## config.mk

```make
export PLATFORM = sky130hd
export DESIGN_NAME = gqyi_mul
export DESIGN_NICKNAME = d
export VERILOG_FILES = /design/src/rtl/core/gqyi_pkg.sv /design/src/rtl/core/gqyi_mul.sv
export SDC_FILE = /design/constraint.sdc
export NUM_CORES = 1
export LEC_CHECK = 0
export ABC_CLOCK_PERIOD_IN_PS = 7500
export BUFFER_PORTS_ARGS = -buffer_cell sky130_fd_sc_hd__clkbuf_2
export CORE_AREA = 2 2 143 145
export CTS_CLUSTER_SIZE = 28
export DETAILED_ROUTE_END_ITERATION = 8
export DIE_AREA = 0 0 145 147
export GPL_ROUTABILITY_DRIVEN = 0
export PLACE_DENSITY = 0.72
export SLEW_MARGIN = 10
export SYNTH_ARGS = -nofsm -noshare
export SYNTH_HDL_FRONTEND = slang
export SYNTH_SLANG_ARGS = --single-unit
```

## constraint.sdc

```tcl
create_clock -name clk_i -period 7.5 [get_ports clk_i]
set_clock_uncertainty 0.05 [all_clocks]
set_input_delay 1.5 -clock clk_i [delete_from_list [all_inputs] [get_ports clk_i]]
set_output_delay 1.5 -clock clk_i [all_outputs]
set_load 0.01 [all_outputs]
```

## src/rtl/core/gqyi_pkg.sv

```systemverilog
// Shared types and constants of the gyro quaternion yaw integrator.
package gqyi_pkg;

  // Number of CORDIC vectoring steps for the yaw angle (12 to 32).
  localparam int unsigned CORDIC_STEPS = 24;
  localparam int unsigned CORDIC_ITERS = (CORDIC_STEPS < 32) ? CORDIC_STEPS : 32;

  localparam logic signed [31:0] ONE_Q30     = 32'sd1073741824;
  localparam logic [63:0]        NORM_SQ_MIN = 64'd11529215047;
  localparam logic signed [24:0] YAW_MAX     = 25'sd11796480;
  localparam logic signed [24:0] YAW_90      = 25'sd5898240;
  localparam logic signed [33:0] DEG90_Q24   = 34'sd1509949440;

  // atan(2^-i) in units of 1/2^24 degree.
  localparam logic [29:0] ATAN_TAB [32] = '{
    30'd754974720, 30'd445687601, 30'd235489089, 30'd119537938, 30'd60000934,
    30'd30029717, 30'd15018523, 30'd7509720, 30'd3754917, 30'd1877466,
    30'd938734, 30'd469367, 30'd234684, 30'd117342, 30'd58671, 30'd29335,
    30'd14668, 30'd7334, 30'd3667, 30'd1833, 30'd917, 30'd458, 30'd229,
    30'd115, 30'd57, 30'd29, 30'd14, 30'd7, 30'd4, 30'd2, 30'd1, 30'd0
  };

  // Request to the shared bit-serial multiplier.
  typedef struct packed {
    logic               start;
    logic signed [37:0] a;
    logic signed [31:0] b;
  } mul_req_t;

  // Response of the multiplier: done pulses for one cycle with the product.
  typedef struct packed {
    logic               done;
    logic signed [69:0] p;
  } mul_rsp_t;

endpackage

```

## src/rtl/core/gqyi_mul.sv

```systemverilog
// Bit-serial signed multiplier: one multiplier bit per cycle.
module gqyi_mul import gqyi_pkg::*; (
  input  logic     clk_i,
  input  logic     rst_ni,
  input  mul_req_t req_i,
  output mul_rsp_t rsp_o
);

  logic signed [37:0] a_q;
  logic [31:0]        b_q;
  logic signed [38:0] hi_q;
  logic [31:0]        lo_q;
  logic [4:0]         cnt_q;
  logic               busy_q;
  logic               done_q;

  logic signed [38:0] a_ext;
  logic signed [38:0] addend;
  logic signed [38:0] sum;

  assign a_ext = {a_q[37], a_q};

  // The top bit of the multiplier carries negative weight.
  always_comb begin
    if (!b_q[0]) begin
      addend = '0;
    end else if (cnt_q == 5'd31) begin
      addend = -a_ext;
    end else begin
      addend = a_ext;
    end
  end

  assign sum = hi_q + addend;

  always_ff @(posedge clk_i or negedge rst_ni) begin
    if (!rst_ni) begin
      busy_q <= 1'b0;
      done_q <= 1'b0;
      cnt_q  <= '0;
    end else begin
      done_q <= busy_q && (cnt_q == 5'd31);
      if (req_i.start) begin
        busy_q <= 1'b1;
        cnt_q  <= '0;
      end else if (busy_q) begin
        cnt_q <= cnt_q + 5'd1;
        if (cnt_q == 5'd31) begin
          busy_q <= 1'b0;
        end
      end
    end
  end

  always_ff @(posedge clk_i) begin
    if (req_i.start) begin
      a_q  <= req_i.a;
      b_q  <= req_i.b;
      hi_q <= '0;
      lo_q <= '0;
    end else if (busy_q) begin
      hi_q <= {sum[38], sum[38:1]};
      lo_q <= {sum[0], lo_q[31:1]};
      b_q  <= {1'b0, b_q[31:1]};
    end
  end

  logic [70:0] prod_full;
  assign prod_full = {hi_q, lo_q};

  assign rsp_o.done = done_q;
  assign rsp_o.p    = prod_full[69:0];

endmodule

```

==> results of run 1 <==
cells by family (layout without fill, tap and decap cells):
logic type                 after synthesis  in the layout  synth area share (%)
xor gates and xnor gates                72             72                  7.52
other                                    0              1                     0
DFF                                    147            147                  43.9
and+or+nand+nor                        248            248                  15.0
AOI/OAI and AO/OA                      171            171                  13.3
muxes                                   90             90                  11.2
buffers and inverters                   58            192                  2.64
adders and majority gates               42             42                  6.36
through the flow:
stage	util (%)	cell area (um^2)	cells
final	49.7	9860	1233
after global routing	49.7	9860	1232
after CTS	49.7	9860	1232
after detailed placement	46.9	9310	1200
after global placement	46.9	9310	1200
after floorplan	-	8380	828
flip-flops by register name, summed over array words and instances (netlist names):
| name | flops |
|---|---|
| done_q | 1 |
| busy_q | 1 |
| b_q | 32 |
| lo_q | 32 |
| hi_q | 38 |
| a_q | 38 |
| cnt_q | 5 |
critical path, stage by stage (launching register included):
cell and delay [ps]:
edfxtp_1 450, nor3_1 320, nand3_1 210, or4_1 580, nand2b_1 230, o21ai_0 220, xnor2_1 80, and2_1 160
ha_1 380, and4_1 250, and2_1 150, a22oi_1 150, nor3b_1 620, a21oi_1 220, a21oi_1 310, o21ai_0 150
xor2_1 150, mux2i_1 140, nor2_1 60
per-layer routing:
metal / vias to the layer above / part of all wire [%]
li1: 3247 / -
met1: 2991 / 46
met2: 152 / 46
met3: 17 / 6.5
met4: 0 / 1.3
met5: - / 0
Yosys cell counts, drive strengths merged, types with 3 or more instances:
| master | n | share of area [%] |
|---|---|---|
| and2 | 38 | 2.8 |
| xnor2 | 55 | 5.7 |
| nor3 | 8 | 0.48 |
| nor4 | 4 | 0.73 |
| o31ai | 12 | 1.1 |
| mux2 | 31 | 4.2 |
| nor2b | 10 | 0.75 |
| a31oi | 7 | 0.52 |
| clkbuf | 32 | 1.4 |
| dfxtp | 70 | 17 |
| mux2i | 59 | 7.0 |
| nor3b | 3 | 0.27 |
| a21oi | 39 | 2.3 |
| nor2 | 92 | 4.1 |
| nand4 | 10 | 0.75 |
| and4 | 3 | 0.31 |
| edfxtp | 70 | 25 |
| inv | 11 | 0.49 |
| o21ai | 40 | 2.4 |
| a21boi | 3 | 0.27 |
| dfrtp | 7 | 2.1 |
| and3 | 4 | 0.30 |
| nand2 | 44 | 2.0 |
| a22o | 10 | 1.0 |
| a21o | 26 | 2.3 |
| ha | 41 | 6.1 |
| buf | 15 | 0.72 |
| o21bai | 3 | 0.27 |
| or4 | 5 | 0.49 |
| xor2 | 17 | 1.8 |
| o21a | 5 | 0.45 |
| or3 | 10 | 0.75 |
| nand2b | 5 | 0.37 |
| nand3 | 9 | 0.60 |
| a211oi | 9 | 0.81 |
report_power, final:
group / total [mW] / switching [mW] / internal (mW) / leakage, nW
logic: 0.655 / 0.361 / 0.294 / 2.93
clock network: 0.814 / 0.351 / 0.462 / 0.267
registers: 1.02 / 0.0846 / 0.940 / 1.38
final timing paths:
check,from,to,slack [ps],cells past startpoint
setup reg to reg,a_q[2],hi_q[31],2480,18
setup / recovery,a_q[2],hi_q[31],2480,18
min in group asynchronous,rst_ni,cnt_q[0],870,1
hold / removal,hi_q[0],hi_q[0],450,2
hold reg to reg,hi_q[0],hi_q[0],450,2
max in group asynchronous,rst_ni,busy_q,6330,1
cell type report:
type,instances,area (um^2)
clock inverter,13,124
timing repair buffer,149,763
sequential,147,3680
antenna,1,2.50
fill,1859,9980
multi-input combinational,623,4480
tap,270,338
clock buffer,19,433
inverter,11,41.3
==> impl_metrics.csv, run 1 <==
group,metric,value,unit
clock_tree,post-cts-setup-buffers,0,
run,max-cap-violations,0,
pwr,vdd_ir_drop_max,172,uV
sta,max_freq,199,MHz
place,portBuffers,143,
die,dieHeight,147,um
synthesis,syn_avg_cell_area,10.1,um^2
global_route,groute.layer.met1.usage,23.3,%
pwr,p_total,2.49,mW
clock_tree,cts-resized-gates,0,
global_route,busiest_layer,"met2",
synthesis,synth_ff_type,"edfxtp_1",
global_route,grt_pass1_wl,31200,um
routing,postRouteAntennaNets,0,
layout,area_growth,17.7,%
clock_tree,clk_latency,420,ps
routing,drc,0,
routing,drt_first_iter_violations,456,
sta,rsz0062_at_grt,"false",
sta,tightest_slew,1130,ps
die,die_w,145,um
critical_path,cp-end-kind,"flip-flop",
die,die_area,0.0213,mm^2
critical_path,cp_max_fo,8,
clock_tree,cts_made_buffers,17,
sta,fin_tns_setup,0,ps
routing,finalWirelength,19100,um
clock_tree,clkSinkCount,147,
global_route,antenna_found_initial,0,
sta,fin_ws,2480,ps
sta,finalCritPeriodShare,67.0,%
synthesis,async_flop_share,4.76,%
layout,layout_commonest_cell,"clkbuf_2",
routing,wire_per_inst,15.5,um
pwr,p_leak,4.57,nW
sta,holdWs,448,ps
clock_tree,cts_root_buffer,"clkbuf_16",
die,io_pins,144,
routing,dr.pass1.iters,5,
critical_path,crit_type,"flip-flop to flip-flop",
critical_path,crit_path_start_kind,"flip-flop",
critical_path,worstPathRequired,7710,ps
global_route,grt-ovfl-total,0,
routing,avgViaCountPerCell,5.20,
die,row_count,52,
layout,fin_nets,1064,
outcome,outcome,"complete, no violations",
clock_tree,tritoncts,"built",
global_route,grt_max_degree,83,
global_route,grt_usage,18.0,%
clock_tree,postCtsHoldBufs,0,
routing,vias,6407,
synthesis,synth_edf_count,70,
place,hpwl,14000,um
synthesis,synth.distinct_cells,58,
synthesis,yosys_warnings,0,
synthesis,synthCells,828,
layout,drive_above_1_share,22.6,%
clock_tree,cts.htree.levels,4,
global_route,grt_pass1_vias,6217,
die,floorplan.initialDensity,42.2,%
synthesis,syn-num-nets,943,
die,core,0.0198,mm^2
critical_path,cp.arrival,5240,ps
clock_tree,clockBufferDepth,2,
sta,period_minus_slack,5020,ps
synthesis,ys_ff_latch,147,
worst_hold_path,hp-class,"flip-flop to flip-flop",
pwr,power.density,253,mW/mm^2
global_route,met3_usage,5.62,%
sta,setup_viol,0,
synthesis,syn_area,0.00838,mm^2
sta,slew_viol_final,0,
sta,hold_viol,0,
global_route,grtUsageMet2,29.2,%
sta,max_slew_margin,24.8,%
clock_tree,clkTransAtPathRegs,60,ps
synthesis,yosysSeqAreaShare,43.9,%
place,dp_slack,2550,ps
layout,most-common-layout-cells,"142 x clkbuf_2, 92 x nor2_1, 70 x edfxtp_1, 70 x dfxtp_1, 59 x mux2i_1",
Power figures use the tool's default switching activity.
==> inputs of run 2 (changes only) <==
Settings changed: ABC_CLOCK_PERIOD_IN_PS 7500 to 4750.
Clock period 7.5 ns to 4.75 ns, I/O delays scaled along.
==> impl_metrics.csv, run 2 (synthesis results as in run 1) <==
group,metric,value,unit
die,dieHeight,147,um
routing,dr.pass1.iters,5,
layout,stdcell_area,0.0102,mm^2
routing,vias,6638,
global_route,grt_max_degree,71,
critical_path,cp.arrival,4810,ps
sta,slew_viol_final,0,
clock_tree,cts.htree.levels,4,
clock_tree,cts_root_buffer,"clkbuf_16",
die,floorplan.initialDensity,42.2,%
critical_path,r2r_setup_slack,200,ps
pwr,power.density,396,mW/mm^2
sta,max_slew_margin,22.0,%
die,row_count,52,
clock_tree,clockBufferDepth,2,
outcome,outcome,"complete, no violations",
routing,wire_per_inst,15.5,um
pwr,internal_power,2.78,mW
critical_path,crit_end,"hi_q[36]",
global_route,met3_usage,6.61,%
global_route,antenna_found_initial,2,
clock_tree,clkSinkCount,147,
critical_path,startpoint,"a_q[11]",
pwr,switching_share,31.5,%
global_route,grtUsageMet2,29.2,%
layout,layout_commonest_cell,"clkbuf_2",
critical_path,slowest_stage,"or4_4",
clock_tree,postCtsHoldBufs,0,
pwr,p_leak,4.76,nW
global_route,grt-ovfl-total,0,
clock_tree,clk_latency,420,ps
layout,fin_nets,1093,
place,dp_slack,67.0,ps
sta,period_minus_slack,4550,ps
critical_path,crit_type,"flip-flop to flip-flop",
place,portBuffers,143,
critical_path,reg2reg_to,"hi_q[36]",
layout,fillers,1757,
clock_tree,tritoncts,"built",
critical_path,worstPathRequired,5000,ps
global_route,grt_pass1_wl,31600,um
pwr,seqPwrFrac,39.8,%
pwr,combPwrFrac,27.2,%
sta,max_freq,220,MHz
global_route,busiest_layer,"met2",
die,core,0.0198,mm^2
critical_path,crit_family,"simple AND/OR/NAND/NOR gates",
global_route,groute.layer.met1.usage,22.7,%
critical_path,r2r_cells,17,
routing,drc,0,
critical_path,crit_buf_inv,0,
sta,setup_viol,0,
pwr,vdd_ir_drop_max,232,uV
run,max-cap-violations,0,
critical_path,worstReg2RegStart,"a_q[11]",
critical_path,crit_path_max_incr_delay,480,ps
routing,avgViaCountPerCell,5.26,
place,place_area,0.00946,mm^2
critical_path,path_cells,"or3_4 > nor4_4 > nand3_2 > or4_4 > or4_4 > nand2_1 > xnor2_1 > and2_1 > ha_2 > a21o_1 > a21o_1 > a21oi_2 > a31oi_1 > o41a_1 > a31oi_1 > xnor2_1 > a22o_1",
pwr,power.net_switching,1.28,mW
critical_path,cp-end-kind,"flip-flop",
routing,postRouteAntennaNets,0,
place,hpwl,14300,um
sta,hold_viol,0,
die,io_pins,144,
clock_tree,clkTransAtPathRegs,70,ps
critical_path,path_depth,17,
die,die_w,145,um
layout,most-common-layout-cells,"142 x clkbuf_2, 92 x nor2_1, 70 x edfxtp_1, 70 x dfxtp_1, 59 x mux2i_1",
layout,area_growth,22.2,%
sta,fin_ws,199,ps
clock_tree,cts_made_buffers,17,
global_route,grt_usage,18.2,%
sta,rsz0062_at_grt,"true",
global_route,grt_pass1_vias,6468,
sta,finalCritPeriodShare,95.8,%
routing,drt_first_iter_violations,516,
layout,top_regs,"a_q (38), hi_q (38)",
pwr,pwr-share-clk,33.0,%
layout,drive_above_1_share,27.2,%
critical_path,cp_max_fo,6,
die,die_area,0.0213,mm^2
worst_hold_path,hp-class,"primary input to asynchronous set/reset pin",
routing,finalWirelength,19500,um
critical_path,crit_path_start_kind,"flip-flop",
sta,tightest_slew,1170,ps
[run 2: layout make-up]
type / instances / area [um^2] / area share [%]
Multi-Input combinational cell: 623 / 4600 / 44.9
Sequential cell: 147 / 3680 / 35.9
Timing Repair Buffer: 178 / 981 / 9.58
Clock buffer: 22 / 518 / 5.06
Tap cell: 270 / 338 / 3.30
Clock inverter: 10 / 78.8 / 0.770
Inverter: 11 / 41.3 / 0.403
Antenna cell: 1 / 2.50 / 0.0244
[run 2: how the worst min path moves through the flow]
stage | end | slack (ps) | cells after the start
2_1_floorplan | cnt_q[4] | 440 | 2
3_3_place_gp | lo_q[0] | 420 | 2
3_5_place_dp | hi_q[0] | 450 | 2
4_1_cts | done_q | 310 | 1
5_1_grt | cnt_q[1] | 310 | 1
6_report | cnt_q[1] | 320 | 1
[run 2: metal layers]
metal  vias up  routed length, um
li1       3299                  -
met5         -                 11
met3        31               1480
met2       217               9000
met4         2                374
met1      3089               8680
[run 2: worst reg2reg max path, delay by kind of cell, from the launching register on]
kind	cells	cell delay, ps
AO/OA/AOI/OAI	7	1370
adder cells (fa/ha/maj)	1	310
XOR/XNOR	2	200
flip-flops	1	440
AND/OR/NAND/NOR	7	2050
[run 2: metrics by stage]
stage               hold WS, ps  cells  utilization [%]  total power, mW  TNS (ps)
floorplan                   443    828                -             2.36         0
global placement            425   1220             47.6             2.70         0
detailed placement          448   1220             47.6             2.72         0
CTS                         306   1252             50.7             4.07         0
global route                312   1261             51.6             4.29     -57.2
finish                      315   1262             51.6             4.06         0
[run 2: repair_timing]
item / CTS / global route
endpoints found under the setup margin: 1 / 8
resized for setup: 1 / 29
setup buffers: 0 / 9
pin swaps: 0 / 7
[run 2: power by group through the flow]
stage	Sequential, mW	Clock, mW	Combinational (mW)
floorplan	1.64	0	0.716
global placement	1.64	0	1.06
detailed placement	1.64	0	1.08
CTS	1.61	1.37	1.08
global route	1.64	1.42	1.23
finish	1.62	1.34	1.11
